`config.mk`:
```
export PLATFORM = sky130hd
export DESIGN_NAME = tick_driven_task_scheduler
export DESIGN_NICKNAME = d
export VERILOG_FILES = /design/src/hdl/tdts_pkg.sv /design/src/hdl/tdts_cell.sv /design/src/hdl/tdts_ctrl.sv /design/src/hdl/tick_driven_task_scheduler.sv
export SDC_FILE = /design/constraint.sdc
export NUM_CORES = 1
export LEC_CHECK = 0
export BUFFER_PORTS_ARGS = -buffer_cell sky130_fd_sc_hd__buf_2
export CORE_UTILIZATION = 56
export DETAILED_ROUTE_END_ITERATION = 10
export PLACE_DENSITY = 0.77
export SYNTH_ARGS = -nofsm -noshare
export SYNTH_HDL_FRONTEND = slang
export SYNTH_HIERARCHICAL = 1
export SYNTH_SLANG_ARGS = --single-unit
```
`constraint.sdc`:
```
create_clock -name i_clk -period 5.82 [get_ports i_clk]
set_clock_uncertainty 0.05 [all_clocks]
set_input_delay 1.164 -clock i_clk [delete_from_list [all_inputs] [get_ports i_clk]]
set_output_delay 1.164 -clock i_clk [all_outputs]
set_load 0.02 [all_outputs]
```
`src/hdl/tdts_pkg.sv`:
```
package tdts_pkg;

    // Fixed field widths.
    localparam int CNT_W  = 4;
    localparam int PRIO_W = 4;
    localparam int TIDX_W = 3;
    localparam int SEED_W = 16;

    // Configuration register indexes.
    localparam int                CFG_IDX_W  = 1;
    localparam logic [CFG_IDX_W-1:0] CFG_POLICY = 1'b0;
    localparam logic [CFG_IDX_W-1:0] CFG_SEED   = 1'b1;

    // Default sizes.
    localparam int DEF_NUM_TASKS = 8;
    localparam int DEF_KEY_LIMIT = 11;

    // Reset values and generator constants.
    localparam logic [PRIO_W-1:0] PRIO_RESET   = 4'd10;
    localparam logic [SEED_W-1:0] LFSR_DEFAULT = 16'd44257;
    localparam logic [SEED_W-1:0] LFSR_MASK    = 16'hB400;

    // Commands broadcast to the task cells.
    localparam logic [1:0] OP_NONE  = 2'd0;
    localparam logic [1:0] OP_LOAD  = 2'd1;
    localparam logic [1:0] OP_DEC   = 2'd2;
    localparam logic [1:0] OP_SHIFT = 2'd3;

    typedef struct packed {
        logic [1:0]        op;
        logic [PRIO_W-1:0] prio;
        logic [CNT_W-1:0]  cnt;
        logic              policy;
    } t_cmd;

    // One step of the Galois generator.
    function automatic logic [SEED_W-1:0] lfsr_step(input logic [SEED_W-1:0] v);
        logic [SEED_W-1:0] s;
        s = v >> 1;
        if (v[0]) begin
            s = s ^ LFSR_MASK;
        end
        return s;
    endfunction

    // Counter refill value: (v mod 10) + 1. The remainder mod 5 comes from the
    // nibble sum (16 is 1 mod 5), and the low bit of v picks between m and m+5.
    function automatic logic [CNT_W-1:0] refill_count(input logic [SEED_W-1:0] v);
        logic [5:0] s;
        logic [4:0] t;
        logic [2:0] m5;
        logic [3:0] r;
        s = 6'(v[3:0]) + 6'(v[7:4]) + 6'(v[11:8]) + 6'(v[15:12]);
        t = 5'(s[5:4]) + 5'(s[3:0]);
        if (t >= 5'd15) begin
            m5 = 3'(t - 5'd15);
        end else if (t >= 5'd10) begin
            m5 = 3'(t - 5'd10);
        end else if (t >= 5'd5) begin
            m5 = 3'(t - 5'd5);
        end else begin
            m5 = 3'(t);
        end
        r = (m5[0] != v[0]) ? (4'(m5) + 4'd5) : 4'(m5);
        return r + 4'd1;
    endfunction

endpackage

```
`src/hdl/tdts_cell.sv`:
```
module tdts_cell
    import tdts_pkg::*;
#(
    parameter int CELL_ID = 1,
    parameter int IDX_W   = 3,
    parameter int KEY_W   = 4
) (
    input  logic             i_clk,
    input  logic             i_rst_n,
    input  t_cmd             i_cmd,
    input  logic [IDX_W-1:0] i_idx,
    input  logic [IDX_W-1:0] i_run_idx,
    input  logic [CNT_W-1:0] i_shift_cnt,
    output logic [CNT_W-1:0] o_cnt,
    output logic [CNT_W-1:0] o_run_cnt,
    input  logic             i_scan_vld,
    input  logic [KEY_W-1:0] i_scan_key,
    input  logic [IDX_W-1:0] i_scan_idx,
    output logic             o_scan_vld,
    output logic [KEY_W-1:0] o_scan_key,
    output logic [IDX_W-1:0] o_scan_idx
);

    localparam logic [IDX_W-1:0] MY_IDX = IDX_W'(CELL_ID);

    logic [CNT_W-1:0]  r_cnt;
    logic [PRIO_W-1:0] r_prio;
    logic              r_scan_vld;
    logic [KEY_W-1:0]  r_scan_key;
    logic [IDX_W-1:0]  r_scan_idx;
    logic [KEY_W-1:0]  key;
    logic              take;
    logic              hit;

    assign hit = (i_idx == MY_IDX);

    // Slot state: load, saturating decrement, or shift along the refill chain.
    always_ff @(posedge i_clk) begin
        if (!i_rst_n) begin
            r_cnt  <= '0;
            r_prio <= PRIO_RESET;
        end else begin
            case (i_cmd.op)
                OP_LOAD: begin
                    if (hit) begin
                        r_cnt  <= i_cmd.cnt;
                        r_prio <= i_cmd.prio;
                    end
                end
                OP_DEC: begin
                    if (hit && r_cnt != '0) begin
                        r_cnt <= r_cnt - CNT_W'(1);
                    end
                end
                OP_SHIFT: begin
                    r_cnt <= i_shift_cnt;
                end
                default: begin
                end
            endcase
        end
    end

    // The scan token carries the best key so far; this slot replaces it when
    // it is eligible and strictly better, which keeps the lowest index on ties.
    assign key  = i_cmd.policy ? KEY_W'(r_prio) : KEY_W'(r_cnt);
    assign take = (r_cnt != '0) && (key < i_scan_key);

    always_ff @(posedge i_clk) begin
        if (!i_rst_n) begin
            r_scan_vld <= 1'b0;
        end else begin
            r_scan_vld <= i_scan_vld;
        end
    end

    always_ff @(posedge i_clk) begin
        if (take) begin
            r_scan_key <= key;
            r_scan_idx <= MY_IDX;
        end else begin
            r_scan_key <= i_scan_key;
            r_scan_idx <= i_scan_idx;
        end
    end

    assign o_cnt      = r_cnt;
    assign o_run_cnt  = (i_run_idx == MY_IDX) ? r_cnt : '0;
    assign o_scan_vld = r_scan_vld;
    assign o_scan_key = r_scan_key;
    assign o_scan_idx = r_scan_idx;

endmodule

```
`src/hdl/tdts_ctrl.sv`:
```
module tdts_ctrl
    import tdts_pkg::*;
#(
    parameter int NUM_TASKS = DEF_NUM_TASKS,
    parameter int IDX_W     = 3
) (
    input  logic                 i_clk,
    input  logic                 i_rst_n,
    input  logic                 i_cfg_we,
    input  logic [CFG_IDX_W-1:0] i_cfg_idx,
    input  logic [SEED_W-1:0]    i_cfg_data,
    input  logic                 i_in_valid,
    output logic                 o_in_stall,
    input  logic                 i_mode,
    input  logic [TIDX_W-1:0]    i_task_index,
    input  logic [PRIO_W-1:0]    i_priority_value,
    input  logic [CNT_W-1:0]     i_counter_value,
    output logic                 o_out_valid,
    input  logic                 i_out_stall,
    output logic [TIDX_W-1:0]    o_running_task,
    output logic                 o_switched,
    output logic                 o_refilled,
    output logic [CNT_W-1:0]     o_running_counter,
    output t_cmd                 o_cmd,
    output logic [IDX_W-1:0]     o_cmd_idx,
    output logic [IDX_W-1:0]     o_run_idx,
    output logic [CNT_W-1:0]     o_inject,
    output logic                 o_scan_go,
    input  logic                 i_tail_vld,
    input  logic [IDX_W-1:0]     i_tail_idx,
    input  logic [CNT_W-1:0]     i_run_cnt
);

    localparam logic [2:0] S_IDLE   = 3'd0;
    localparam logic [2:0] S_CHECK  = 3'd1;
    localparam logic [2:0] S_SCAN   = 3'd2;
    localparam logic [2:0] S_REFILL = 3'd3;
    localparam logic [2:0] S_FINISH = 3'd4;

    localparam logic [IDX_W-1:0] LAST_SHIFT = IDX_W'(NUM_TASKS - 2);

    logic [2:0]        r_state, n_state;
    logic [IDX_W-1:0]  r_run, n_run;
    logic [IDX_W-1:0]  r_old, n_old;
    logic [IDX_W-1:0]  r_cnt, n_cnt;
    logic              r_refilled, n_refilled;
    logic              r_scan_go, n_scan_go;
    logic              r_policy;
    logic [SEED_W-1:0] r_lfsr;
    logic [SEED_W-1:0] lfsr_next;
    logic              r_out_vld, n_out_vld;
    logic [TIDX_W-1:0] r_out_task;
    logic              r_out_sw;
    logic              r_out_rf;
    logic [CNT_W-1:0]  r_out_cnt;
    logic              accept;
    logic              load_ok;
    logic              out_load;

    assign accept    = i_in_valid && (r_state == S_IDLE);
    assign load_ok   = (i_task_index != '0) && (int'(i_task_index) < NUM_TASKS);
    assign lfsr_next = lfsr_step(r_lfsr);
    assign out_load  = (r_state == S_FINISH) && (!r_out_vld || !i_out_stall);

    // Sequencer: accept, then either a load, or a decrement check with optional scan and refill.
    always_comb begin
        n_state    = r_state;
        n_run      = r_run;
        n_old      = r_old;
        n_cnt      = r_cnt;
        n_refilled = r_refilled;
        n_scan_go  = 1'b0;
        o_cmd      = '{op: OP_NONE, prio: i_priority_value, cnt: i_counter_value,
                       policy: r_policy};
        o_cmd_idx  = r_run;
        unique case (r_state)
            S_IDLE: begin
                if (accept) begin
                    n_old      = r_run;
                    n_refilled = 1'b0;
                    if (i_mode) begin
                        o_cmd_idx = IDX_W'(i_task_index);
                        if (load_ok) begin
                            o_cmd.op = OP_LOAD;
                        end
                        n_state = S_FINISH;
                    end else begin
                        if (r_run != '0) begin
                            o_cmd.op = OP_DEC;
                        end
                        n_state = S_CHECK;
                    end
                end
            end
            S_CHECK: begin
                if (r_run != '0 && i_run_cnt != '0) begin
                    n_state = S_FINISH;
                end else begin
                    n_scan_go = 1'b1;
                    n_state   = S_SCAN;
                end
            end
            S_SCAN: begin
                if (i_tail_vld) begin
                    if (i_tail_idx != '0) begin
                        n_run   = i_tail_idx;
                        n_state = S_FINISH;
                    end else if (!r_refilled) begin
                        n_cnt   = '0;
                        n_state = S_REFILL;
                    end else begin
                        n_run   = '0;
                        n_state = S_FINISH;
                    end
                end
            end
            S_REFILL: begin
                o_cmd.op = OP_SHIFT;
                if (r_cnt == LAST_SHIFT) begin
                    n_refilled = 1'b1;
                    n_scan_go  = 1'b1;
                    n_state    = S_SCAN;
                end else begin
                    n_cnt = r_cnt + IDX_W'(1);
                end
            end
            S_FINISH: begin
                if (out_load) begin
                    n_state = S_IDLE;
                end
            end
            default: begin
                n_state = S_IDLE;
            end
        endcase
    end

    always_ff @(posedge i_clk) begin
        if (!i_rst_n) begin
            r_state    <= S_IDLE;
            r_run      <= '0;
            r_old      <= '0;
            r_cnt      <= '0;
            r_refilled <= 1'b0;
            r_scan_go  <= 1'b0;
        end else begin
            r_state    <= n_state;
            r_run      <= n_run;
            r_old      <= n_old;
            r_cnt      <= n_cnt;
            r_refilled <= n_refilled;
            r_scan_go  <= n_scan_go;
        end
    end

    // Configuration writes and generator stepping during a refill.
    always_ff @(posedge i_clk) begin
        if (!i_rst_n) begin
            r_policy <= 1'b0;
            r_lfsr   <= LFSR_DEFAULT;
        end else if (i_cfg_we) begin
            if (i_cfg_idx == CFG_POLICY) begin
                r_policy <= i_cfg_data[0];
            end else begin
                r_lfsr <= (i_cfg_data == '0) ? LFSR_DEFAULT : i_cfg_data;
            end
        end else if (r_state == S_REFILL) begin
            r_lfsr <= lfsr_next;
        end
    end

    // Output register parts the result side from the sequencer.
    always_comb begin
        n_out_vld = r_out_vld;
        if (r_out_vld && !i_out_stall) begin
            n_out_vld = 1'b0;
        end
        if (out_load) begin
            n_out_vld = 1'b1;
        end
    end

    always_ff @(posedge i_clk) begin
        if (!i_rst_n) begin
            r_out_vld <= 1'b0;
        end else begin
            r_out_vld <= n_out_vld;
        end
    end

    always_ff @(posedge i_clk) begin
        if (out_load) begin
            r_out_task <= TIDX_W'(r_run);
            r_out_sw   <= (r_run != r_old);
            r_out_rf   <= r_refilled;
            r_out_cnt  <= i_run_cnt;
        end
    end

    assign o_in_stall        = (r_state != S_IDLE);
    assign o_out_valid       = r_out_vld;
    assign o_running_task    = r_out_task;
    assign o_switched        = r_out_sw;
    assign o_refilled        = r_out_rf;
    assign o_running_counter = r_out_cnt;
    assign o_run_idx         = r_run;
    assign o_inject          = refill_count(lfsr_next);
    assign o_scan_go         = r_scan_go;

endmodule

```
`src/hdl/tick_driven_task_scheduler.sv`:
```
// A load item passes from acceptance through the finish state to the result; a tick
// that keeps the running task passes through the check state, a tick with a new pick
// also through the scan, and a tick that refills through scan, refill and a second scan.
// One item is in work at a time; the scan token crosses the row of task cells one cell
// per cycle, and the refill shift moves the counters one slot per cycle.
// Reset is synchronous: counters zero, priorities ten, idle task running, seed default.
module tick_driven_task_scheduler
    import tdts_pkg::*;
#(
    parameter int NUM_TASKS = DEF_NUM_TASKS,
    parameter int KEY_LIMIT = DEF_KEY_LIMIT
) (
    input  logic                 i_clk,
    input  logic                 i_rst_n,
    input  logic                 i_cfg_we,
    input  logic [CFG_IDX_W-1:0] i_cfg_idx,
    input  logic [SEED_W-1:0]    i_cfg_data,
    input  logic                 i_in_valid,
    output logic                 o_in_stall,
    input  logic                 i_mode,
    input  logic [TIDX_W-1:0]    i_task_index,
    input  logic [PRIO_W-1:0]    i_priority_value,
    input  logic [CNT_W-1:0]     i_counter_value,
    output logic                 o_out_valid,
    input  logic                 i_out_stall,
    output logic [TIDX_W-1:0]    o_running_task,
    output logic                 o_switched,
    output logic                 o_refilled,
    output logic [CNT_W-1:0]     o_running_counter
);

    localparam int IDX_W  = $clog2(NUM_TASKS);
    localparam int KL_W   = $clog2(KEY_LIMIT + 1);
    localparam int KEY_W  = (KL_W > CNT_W) ? KL_W : CNT_W;
    localparam int LAST   = NUM_TASKS - 1;

    t_cmd             cmd;
    logic [IDX_W-1:0] cmd_idx;
    logic [IDX_W-1:0] run_idx;
    logic [CNT_W-1:0] inject;
    logic             scan_go;
    logic [CNT_W-1:0] run_cnt;

    logic [CNT_W-1:0] cell_cnt   [LAST:1];
    logic [CNT_W-1:0] cell_shift [LAST:1];
    logic [CNT_W-1:0] cell_rcnt  [LAST:1];
    logic             scan_vld_i [LAST:1];
    logic [KEY_W-1:0] scan_key_i [LAST:1];
    logic [IDX_W-1:0] scan_idx_i [LAST:1];
    logic [LAST:1]    scan_vld_o;
    logic [KEY_W-1:0] scan_key_o [LAST:1];
    logic [IDX_W-1:0] scan_idx_o [LAST:1];

    tdts_ctrl #(
        .NUM_TASKS (NUM_TASKS),
        .IDX_W     (IDX_W)
    ) u_ctrl (
        .i_clk             (i_clk),
        .i_rst_n           (i_rst_n),
        .i_cfg_we          (i_cfg_we),
        .i_cfg_idx         (i_cfg_idx),
        .i_cfg_data        (i_cfg_data),
        .i_in_valid        (i_in_valid),
        .o_in_stall        (o_in_stall),
        .i_mode            (i_mode),
        .i_task_index      (i_task_index),
        .i_priority_value  (i_priority_value),
        .i_counter_value   (i_counter_value),
        .o_out_valid       (o_out_valid),
        .i_out_stall       (i_out_stall),
        .o_running_task    (o_running_task),
        .o_switched        (o_switched),
        .o_refilled        (o_refilled),
        .o_running_counter (o_running_counter),
        .o_cmd             (cmd),
        .o_cmd_idx         (cmd_idx),
        .o_run_idx         (run_idx),
        .o_inject          (inject),
        .o_scan_go         (scan_go),
        .i_tail_vld        (scan_vld_o[LAST]),
        .i_tail_idx        (scan_idx_o[LAST]),
        .i_run_cnt         (run_cnt)
    );

    // Row of task cells: the scan runs toward the last slot, refill values
    // enter at the last slot and shift toward slot 1.
    for (genvar k = 1; k <= LAST; k++) begin : g_cell
        if (k == LAST) begin : g_tail
            assign cell_shift[k] = inject;
        end else begin : g_mid
            assign cell_shift[k] = cell_cnt[k+1];
        end
        if (k == 1) begin : g_head
            assign scan_vld_i[k] = scan_go;
            assign scan_key_i[k] = KEY_W'(KEY_LIMIT);
            assign scan_idx_i[k] = '0;
        end else begin : g_link
            assign scan_vld_i[k] = scan_vld_o[k-1];
            assign scan_key_i[k] = scan_key_o[k-1];
            assign scan_idx_i[k] = scan_idx_o[k-1];
        end

        tdts_cell #(
            .CELL_ID (k),
            .IDX_W   (IDX_W),
            .KEY_W   (KEY_W)
        ) u_cell (
            .i_clk       (i_clk),
            .i_rst_n     (i_rst_n),
            .i_cmd       (cmd),
            .i_idx       (cmd_idx),
            .i_run_idx   (run_idx),
            .i_shift_cnt (cell_shift[k]),
            .o_cnt       (cell_cnt[k]),
            .o_run_cnt   (cell_rcnt[k]),
            .i_scan_vld  (scan_vld_i[k]),
            .i_scan_key  (scan_key_i[k]),
            .i_scan_idx  (scan_idx_i[k]),
            .o_scan_vld  (scan_vld_o[k]),
            .o_scan_key  (scan_key_o[k]),
            .o_scan_idx  (scan_idx_o[k])
        );
    end

    // Only the running cell drives a nonzero counter; the idle task reads zero.
    always_comb begin
        run_cnt = '0;
        for (int k = 1; k <= LAST; k++) begin
            run_cnt = run_cnt | cell_rcnt[k];
        end
    end

`ifndef NO_ASSERTIONS
    // At most one scan token travels the row.
    a_one_token: assert property (@(posedge i_clk) disable iff (!i_rst_n)
        $onehot0(scan_vld_o))
        else $error("more than one scan token in the cell row");

    // A token at the last cell was launched earlier by a scan start and has crossed the whole row.
    a_token_time: assert property (@(posedge i_clk) disable iff (!i_rst_n)
        scan_vld_o[LAST] |-> $past(scan_go, LAST))
        else $error("scan token arrived without a matching launch");

    // An accepted item keeps the input side busy on the next cycle.
    a_busy: assert property (@(posedge i_clk) disable iff (!i_rst_n)
        (i_in_valid && !o_in_stall) |=> o_in_stall)
        else $error("input side free right after an accepted item");
`endif

endmodule
```
==> results.txt, run 1 <==
The count of yosys warnings during synthesis is 6. For this block, the initial DRC count from the detailed router was 459. For the pin with the worst max-slew slack, the measured transition is 0.984 ns. For the overall fraction of global-route tracks in use, the log shows 0.260.

At the worst endpoint, the required time is 6.13 ns. The worst setup margin was 0.230 ns; the number of clock sinks seen by CTS was 149. The worst IR drop on VDD came out at 0.494 mV.

For the reported leakage power, the log shows 4.14 nW. The worst register-to-register path has a depth of 25. The tools report the reg-to-reg critical path startpoint as u_ctrl/r_lfsr[6]$_SDFFE_PN1P_. The synthesized instance count is 974, and the total number of placement rows is 45. Max-capacitance violation count: 0.

TritonCTS built the clock tree. In the routed design, unresolved DRC markers number 0. The run gives 2 as the buffer depth of the longest clock path.

The worst setup path category was reg2reg. The initial antenna violation count was 0; the die footprint was 16300 µm². The mapped netlist covers 8850 µm².

The floorplan step set the die height to 128 µm. STA puts the critical path data arrival time at 5.90 ns. The global-route wire length before repair was 33.2 mm; the setup slack at placement was -0.0394 ns. The overall power came out at 0.00440 W. The root buffer cell chosen for the clock tree is clkbuf_16.

In this design, the stage delay of the slowest critical-path cell is 0.56 ns. The core region is 15300 µm². The clock reaches the later pin of the worst-skew pair after 0.43 ns. The logs give 0.344 for the headroom to the max-slew limit and 1301 for the number of fill cells in the layout. The largest individual stage delay along the critical path comes from the cell fa_1.

The number of failing hold endpoints at the final stage was 0; the number of buffers created by CTS was 17. The path with the worst hold slack has its endpoint at g_cell[2].u_cell/o_scan_idx[1]$_SDFF_PP1_. Synthesis-to-finish area growth: 12.3%. Setup violations remaining at the end of the flow were counted as 0. The cell family contributing the most delay on the critical path is adder cells.

The class of the most critical hold timing path was reg2reg. After detailed routing, the number of vias per cell comes to 5.75. The detail route stage leaves a number of antenna-violating nets equal to 0. The final layout contains routed wiring with a total length of 20.4 mm. Timing would allow up to 179 MHz. The final-report max-slew violation count was 0.

The die extent in x is 128 µm, and the starting utilization of the core area is 0.578. The run gives 0 as the final antenna diode count. In this run the most critical hold path is launched from g_cell[1].u_cell/o_scan_idx[1]$_SDFF_PP0_.

The tools report the placed wire-length estimate after detailed placement as 14.2 mm. For the number of placed I/O pins, the log shows 45. The worst setup path is launched from a flop.

For this design the ratio of total power to cell area is 442 nW/µm². Clock-pin slew was measured on the worst setup and hold paths at 0.07 ns. After global routing the overflow that remains totals 0. The number of buffers and inverters on the critical path is 4. Before antenna repair, the detailed router went through 5 iterations.

Along the worst path, the maximum fanout reaches 5. The tools report the number of nets in the layout as 1112. For the finished layout, the period the worst path requires is 5.59 ns. The kind of end point of the critical path is a flop. In the final layout, the multi-input gates occupy 5400 µm². The mean area per synthesized cell was 9.09 µm²; the minimum setup slack among reg-to-reg paths was 0.23 ns. The layout cell share with drive strength beyond 1 was 0.208; the number of buffers inserted by port buffering was 44. The hold path depth was 1. The worst register-to-register path ends at g_cell[7].u_cell/o_cnt[2]$_SDFFE_PN0P_. The combined flip-flop and latch cell area is 3080 µm². The tools report the via count of the first global-routing pass as 6773. The run finished with clean final reports. The tools report the largest net degree at the start of global routing as 78.

At the end of routability-driven placement, the weighted congestion stood at 0.893. The final route contains 7169 vias. The routed wire length per instance came out at 16.4 µm. The H-tree generated during clock tree synthesis spans 4 levels. The fraction of the cycle the final worst path needs came out at 0.961.
-- metal layers --
metal / GRT usage / part of all wire / vias to the layer above
met1: 0.324 / 0.44 / 3362
met4: 0.105 / 0.027 / 0
met3: 0.0676 / 0.063 / 42
met2: 0.428 / 0.47 / 209
met5: 0 / 0 / -
li1: - / - / 3556
-- cells in the final DEF, fill, tap and decap left out, types with 22 or more instances in the layout --
cell type	instances
mux2_2	34
a21oi_1	23
nor2_1	36
nor3_1	24
o21ai_0	44
inv_1	81
and2_1	37
dfxtp_1	137
mux2i_1	50
nand2_1	87
o211ai_1	26
or2_2	22
buf_2	44
ha_1	42
-- area by class of cell --
cell class	instances	area share
Multi-Input combinational cell	713	0.543
Sequential cell	149	0.309
Clock buffer	17	0.0428
Timing Repair Buffer	58	0.0331
Inverter	84	0.0317
Tap cell	211	0.0265
Clock inverter	15	0.0133
-- state kept, by name (all words and copies together) (netlist names), 3 cells and up --
name / cells
g_cell.u_cell/o_cnt: 28
g_cell.u_cell/o_scan_idx: 21
g_cell.u_cell/o_scan_key: 24
g_cell.u_cell/o_scan_vld: 7
g_cell.u_cell/r_prio: 28
u_ctrl/o_run_idx: 3
u_ctrl/o_running_counter: 4
u_ctrl/o_running_task: 3
u_ctrl/r_cnt: 3
u_ctrl/r_lfsr: 16
u_ctrl/r_old: 3
u_ctrl/r_state: 3
-- metrics by stage --
stage | util | area [µm²] | TNS, ns | hold WS, ns | cells
finish | 0.649 | 9950 | 0 | 0.364 | 1247
global route | 0.649 | 9950 | -0.00314 | 0.379 | 1247
CTS | 0.646 | 9890 | 0 | 0.367 | 1246
detailed placement | 0.608 | 9320 | -0.0394 | 0.350 | 1214
global placement | 0.608 | 9320 | 0 | 0.346 | 1214
floorplan | - | 8890 | 0 | 0.343 | 983
-- timing repair --
action / 4_1_cts / 5_1_grt
hold buffers: 0 / 0
pin swaps: 0 / 13
resized for setup: 4 / 19
setup endpoints to repair: 1 / 3
buffers inserted: 0 / 1
-- where the power goes --
part	switching [W]	leakage, nW	internal (W)
registers	0.0000334	1.24	0.00109
logic	0.00114	2.64	0.00108
clock network	0.000492	0.268	0.000562
total	0.00166	4.14	0.00274
-- worst max-delay path by stage --
stage,cells after the start,endpoint,slack [ns],from
floorplan,24,g_cell[7].u_cell/o_cnt[2]$_SDFFE_PN0P_,0.05,u_ctrl/r_lfsr[2]$_SDFFE_PN0P_
global placement,24,g_cell[7].u_cell/o_cnt[2]$_SDFFE_PN0P_,0.08,u_ctrl/r_lfsr[2]$_SDFFE_PN0P_
detailed placement,24,g_cell[7].u_cell/o_cnt[2]$_SDFFE_PN0P_,-0.04,u_ctrl/r_lfsr[2]$_SDFFE_PN0P_
CTS,24,g_cell[7].u_cell/o_cnt[2]$_SDFFE_PN0P_,0.01,u_ctrl/r_lfsr[2]$_SDFFE_PN0P_
global route,24,g_cell[7].u_cell/o_cnt[2]$_SDFFE_PN0P_,-0.003,u_ctrl/r_lfsr[6]$_SDFFE_PN1P_
finish,25,g_cell[7].u_cell/o_cnt[2]$_SDFFE_PN0P_,0.23,u_ctrl/r_lfsr[6]$_SDFFE_PN1P_
-- worst register-to-register path: cells and delay by family (launching register included) --
family,cells,cell delay (ns)
adders and majority gates,7,2.62
AOI/OAI and AO/OA,10,1.77
buffers and inverters,4,0.37
DFF,1,0.32
xor gates and xnor gates,2,0.26
muxes,1,0.09
and+or+nand+nor,1,0.07
No activity file was read; power rests on OpenSTA's default activity.
==> inputs of run 2 (changes only) <==
- REMOVE_ABC_BUFFERS: default -> 1
==> run 2 against run 1 <==
Utilization increased by 0.38 points; first-iteration DRC count grew 52%; non-clock buffer count up 2; cell count grew 0.16%; worst setup slack gained 0.054 ns; die area stayed put; total power is 1.6% higher; worst hold slack gained 0.0016 ns; register-to-register slack improved by 0.05 ns; critical path type unchanged; largest power group unchanged; highest routed layer unchanged.
==> results.txt, run 2 (same netlist as run 1, synthesis figures left out) <==
The run finished with clean final reports. The floorplan step defined a die boundary enclosing 16300 µm². The worst setup path is captured at a flop.

In this run, CTS created clock tree buffers numbering 17. From synthesis to final layout, the design area changed by 13.0%. At the worst endpoint, the required time is 6.13 ns.

Using the TritonRoute via totals, the vias-per-cell ratio works out to 5.84. The tool flagged a number of max-cap violations equal to 0. The headroom to the max-slew limit was 0.304; the initial antenna violation count was 1. Across the VDD grid, the largest voltage drop is 0.584 mV. The die is 128 µm tall. In this run, post-CTS hold repair placed 0 buffers.

Final hold analysis gives a worst-case slack of 0.366 ns. The number of failing hold endpoints at the final stage was 0; the total number of placement rows was 45. Summing all multi-input logic gate instances after layout gives 5420 µm². The tree is rooted in a clkbuf_16. For the final standard cell area without fillers, the log shows 10000 µm².

The routed wire length per instance works out to 16.8 µm. The worst setup path category was reg2reg. The clock latency on the worst-skew pair is 0.42 ns.

The logs give 1275 for the number of fill cells in the layout and 0.870 for the routability congestion estimate. At the worst endpoint, the arrival time is 5.84 ns. The layout cell share with drive strength beyond 1 is 0.209, and the highest fanout seen on the critical path is 6. After clock tree synthesis, the clock-pin slew on the worst setup and hold paths is 0.07 ns. The worst setup path is launched from a flop. Vias after detailed routing: 7294. The placed instances occupy a cell area of 9320 µm². For the reported leakage power, the log shows 4.18 nW.

The tools report the final antenna-violating net count as 0. The actual transition at the worst max-transition pin was 1.04 ns. Setup violations remaining at the end of the flow were counted as 0.

45 I/O pins were placed. After detailed routing, the number of remaining DRC violations is 0. The placed wire-length estimate after detailed placement is 14.4 mm, and the detailed-router iteration count before antenna repair is 5. For this block, the initial DRC count from the detailed router was 697. The logs give 4 for the H-tree level count and 6951 for the via count of the first global-routing pass. TritonCTS built the clock tree. Die extent in x: 128 µm. Leaving out fill and tap cells, the most frequent cell in the layout is dfxtp_1.

The number of buffers inserted by port buffering came out at 44. The number of clock sinks seen by CTS is 149, and the combined flip-flop and latch cell area is 3080 µm². The fraction of the cycle the final worst path needs is 0.951. The core region is 15300 µm². The smallest clock period supported by the final layout is computed as 5.54 ns.

For this block, the routed nets add up to 21.0 mm of wire. For this run, the top clock speed supported by timing is 181 MHz. Overall fraction of global-route tracks in use: 0.269. Buffer depth of the longest clock path: 2. Leaving out fill and tap cells, the most frequent cells in the layout are dfxtp_1 (137), nand2_1 (87), inv_1 (81).

For the overall overflow remaining after global route, the log shows 0. For the starting utilization of the core area, the log shows 0.578. For the final-report max-slew violation count, the log shows 0. The path class of the tightest hold or removal check is reg2reg. For this design the ratio of total power to cell area is 447 nW/µm².

The tools report the global-route wire length before repair as 34.8 mm. For this run, the post-layout net count is 1114. The tools report the largest net degree at the start of global routing as 78.
## run 2: routing by layer
metal / track usage / routed length (µm) / up-vias
li1: - / - / 3556
met1: 0.363 / 9430 / 3472
met2: 0.435 / 9960 / 237
met3: 0.0463 / 1220 / 29
met4: 0.0941 / 412 / 0
met5: 0 / 0 / -
## run 2: per-stage QoR
stage / TNS, ns / util / setup WS (ns) / power [W] / cells
6_report: 0 / 0.653 / 0.283 / 0.00447 / 1249
5_1_grt: -0.00420 / 0.653 / -0.00420 / 0.00475 / 1249
4_1_cts: 0 / 0.647 / 0.0470 / 0.00424 / 1246
3_5_place_dp: -0.108 / 0.608 / -0.0889 / 0.00312 / 1215
3_3_place_gp: 0 / 0.608 / 0.0448 / 0.00305 / 1215
2_1_floorplan: -134.47 / - / -2.91 / 0.00262 / 946
## run 2: layout make-up
type | count | share of cell area
multi-input combinational | 713 | 0.541
clock buffer | 18 | 0.0450
tap | 211 | 0.0264
inverter | 84 | 0.0315
timing repair buffer | 60 | 0.0340
clock inverter | 13 | 0.0138
antenna | 1 | 0.000250
sequential | 149 | 0.308
## run 2: power by group
part / internal (W) / total (W) / switching [W]
Combinational: 0.00110 / 0.00224 / 0.00114
Sequential: 0.00109 / 0.00113 / 0.0000375
Clock: 0.000627 / 0.00110 / 0.000472
## run 2: what timing repair did
item,CTS,global route
buffers inserted,0,2
pin swaps,1,14
resized for setup,3,20
setup endpoints to repair,2,3
## run 2: path summary, 6_finish.rpt
path,startpoint,cells past startpoint,endpoint,slack (ns)
max,u_ctrl/r_lfsr[7]$_SDFFE_PN1P_,22,g_cell[7].u_cell/o_cnt[3]$_SDFFE_PN0P_,0.28
min,g_cell[1].u_cell/o_scan_idx[1]$_SDFF_PP0_,1,g_cell[2].u_cell/o_scan_idx[1]$_SDFF_PP1_,0.37
max reg2reg,u_ctrl/r_lfsr[7]$_SDFFE_PN1P_,22,g_cell[7].u_cell/o_cnt[3]$_SDFFE_PN0P_,0.28
min reg2reg,g_cell[1].u_cell/o_scan_idx[1]$_SDFF_PP0_,1,g_cell[2].u_cell/o_scan_idx[1]$_SDFF_PP1_,0.37
## run 2: critical path, stage by stage, from the launching register on
cell	delay (ns)
dfxtp_2	0.33
inv_1	0.06
fa_1	0.50
fa_1	0.55
inv_1	0.09
ha_4	0.22
a21o_1	0.18
a21oi_2	0.14
xnor2_1	0.13
ha_2	0.23
fa_2	0.45
buf_4	0.18
ha_2	0.20
a22oi_2	0.19
or4b_4	0.50
a21boi_4	0.18
xnor2_2	0.08
ha_2	0.36
mux2_2	0.33
o22ai_1	0.11
o21ai_0	0.09
a21o_1	0.20
a31oi_1	0.14
==> inputs of run 3 (changes only) <==
- RECOVER_POWER: default -> 50
- SKIP_LAST_GASP: default -> 1
==> run 3 against run 2 <==
Largest power group unchanged; utilization down 0.45 points; flip-flop and latch count unchanged; total power down 0.10%; worst setup slack worse by 0.014 ns; final area down 0.69%; die area unchanged.
==> results.txt, run 3 (same netlist as run 1, synthesis figures left out) <==
The worst path meets setup with 0.270 ns of slack. Derived from the worst setup path, the maximum achievable clock frequency is 180 MHz. The post-detailed-route via-to-cell ratio was 5.79.

Total power for the finished layout comes to 0.00446 W. In the final design database the tool counted 1114 nets. For this run, design rule violations remaining after detail routing come to 0. The highest fanout seen on the critical path was 6. The worst setup path category is reg2reg. The overall overflow remaining after global route was 0; the setup-violating endpoint count in the final report was 0.

The tools report the via count of the first global-routing pass as 6951. The total power divided by cell area was 449 nW/µm²; the actual transition at the worst max-transition pin was 1.26 ns. The logs give 0 for the hold-fix buffer count after cts and 0 for the max-capacitance violation count. The run gives 0.585 mV as the worst IR drop on VDD. In this run the number of H-tree levels came out at 4. The core region is 15300 µm².

Buffer cell driving the clock tree root: clkbuf_16. For the number of failing hold endpoints at the final stage, the log shows 0. The headroom to the max-slew limit was 0.161; the layout cell share with drive strength beyond 1 was 0.184. The count of nets left with antenna violations once routing finished came out at 0. For this block, the via count after detailed routing is 7231. For the placed wire-length estimate after detailed placement, the log shows 14.4 mm. In this run, the number of DRC markers left after iteration 0 of detailed routing was 687.

The tools report the overall fraction of global-route tracks in use as 0.269. The buffer depth of the longest clock path is 2. The clock net in this run drives a total of 149 sinks. The floorplan step set the die height to 128 µm. The tools report the starting utilization of the core area as 0.578. Tracing the worst setup path back leads to its startpoint at u_ctrl/r_lfsr[7]$_SDFFE_PN1P_. The setup slack at placement came out at -0.0889 ns. In the layout the commonest cells are dfxtp_1 (137), nand2_1 (87), inv_1 (81).

In this design, the stage delay of the slowest critical-path cell is 0.55 ns. The clock period minus final worst setup slack works out to 5.55 ns. The class of the most critical hold timing path is reg2reg.

The layout has 1295 filler cells. The die footprint is 16300 µm², and the clock transition at the registers of the reported paths is 0.07 ns. Adding up every negative setup slack in the final design gives 0 ns.

The analysis attributes to cell leakage a power of 4.13 nW. The most common cell after layout, fill and taps aside was dfxtp_1. Kind of end point of the critical path: a flop. TritonCTS built the clock tree. Critical path arrival: 5.86 ns.

The most numerous cell type found on the critical path is ha_2. Dividing the detail-routed wire length by the instance count gives 16.8 µm. The total number of placement rows is 45, and the largest net degree at the start of global routing is 78.

The synthesis-to-finish area growth came out at 12.2%. The tools report the startpoint of the worst hold path as g_cell[1].u_cell/o_scan_idx[1]$_SDFF_PP0_. Fraction of the cycle the final worst path needs: 0.954.

In this run the critical register-to-register path is launched from u_ctrl/r_lfsr[7]$_SDFFE_PN1P_. The detailed-router iteration count before antenna repair was 5. The tools report the initial antenna violation count as 1. The routed wire length was 21.0 mm. The routability congestion estimate was 0.870; the number of buffers created by CTS was 17. The area of the multi-input gates is 5370 µm², and the final-report max-slew violation count is 0. The first global-routing pass estimated 34.8 mm of wire. The tools report the clock latency on the worst-skew pair as 0.42 ns. For the number of placed I/O pins, the log shows 45.

Registers take 3080 µm². The signal on the critical path passes through inv_1, fa_1, fa_1, inv_1, ha_4, a21o_1, a21oi_2, xnor2_1, ha_2, fa_2, buf_4, ha_2, a22oi_2, or4b_4, a21boi_4, xnor2_2, ha_2, mux2_2, o22ai_1, o21ai_0, a21o_1, a31oi_1. The run finished with clean final reports.

The die extent in x came out at 128 µm. The cell at the slowest stage of the critical path was fa_1. The count of buffers added on input and output ports is 44. At the worst endpoint, the required time is 6.13 ns. STA classifies the critical path startpoint as a flop.
## run 3: where the power goes
group | leakage [nW] | internal, W | switching (W)
Sequential | 1.24 | 0.00109 | 0.0000374
Clock | 0.285 | 0.000627 | 0.000472
Combinational | 2.61 | 0.00110 | 0.00114
## run 3: layout make-up
cell class / count / share of cell area
antenna: 1 / 0.000252
multi-input combinational: 713 / 0.541
tap: 211 / 0.0266
clock inverter: 13 / 0.0139
timing repair buffer: 60 / 0.0320
inverter: 84 / 0.0317
clock buffer: 18 / 0.0453
sequential: 149 / 0.310
## run 3: path summary, 6_finish.rpt
kind	endpoint	cells after the start	slack (ns)
setup / recovery	g_cell[7].u_cell/o_cnt[3]$_SDFFE_PN0P_	22	0.27
hold / removal	g_cell[2].u_cell/o_scan_idx[1]$_SDFF_PP1_	1	0.37
setup reg to reg	g_cell[7].u_cell/o_cnt[3]$_SDFFE_PN0P_	22	0.27
hold reg to reg	g_cell[2].u_cell/o_scan_idx[1]$_SDFF_PP1_	1	0.37
## run 3: critical path: cells and delay by family (launching register included)
family	cells	cell delay, ns
AO/OA/AOI/OAI	8	1.23
adder cells (fa/ha/maj)	7	2.52
XOR/XNOR	2	0.21
multiplexers	1	0.33
buffers and inverters	3	0.33
AND/OR/NAND/NOR	1	0.50
flip-flops	1	0.33
## run 3: through the flow
step / instances / hold slack (ns) / instance area [µm²] / utilization
after CTS: 1246 / 0.369 / 9920 / 0.647
after global routing: 1249 / 0.377 / 9930 / 0.649
after global placement: 1215 / 0.347 / 9320 / 0.608
after floorplan: 946 / 0.343 / 8710 / -
final: 1249 / 0.366 / 9930 / 0.649
after detailed placement: 1215 / 0.355 / 9320 / 0.608
## run 3: per-layer routing
layer / vias up / global-route usage / wire [µm]
met1: 3411 / 0.363 / 9360
met2: 232 / 0.435 / 9920
li1: 3557 / - / -
met4: 0 / 0.0941 / 448
met5: - / 0 / 0
met3: 31 / 0.0463 / 1240
## run 3: what timing repair did
action                                  in CTS  in global routing
pin swaps                                    1                 14
setup buffers                                0                  2
gates resized for setup                      3                 20
endpoints found under the setup margin       2                  3
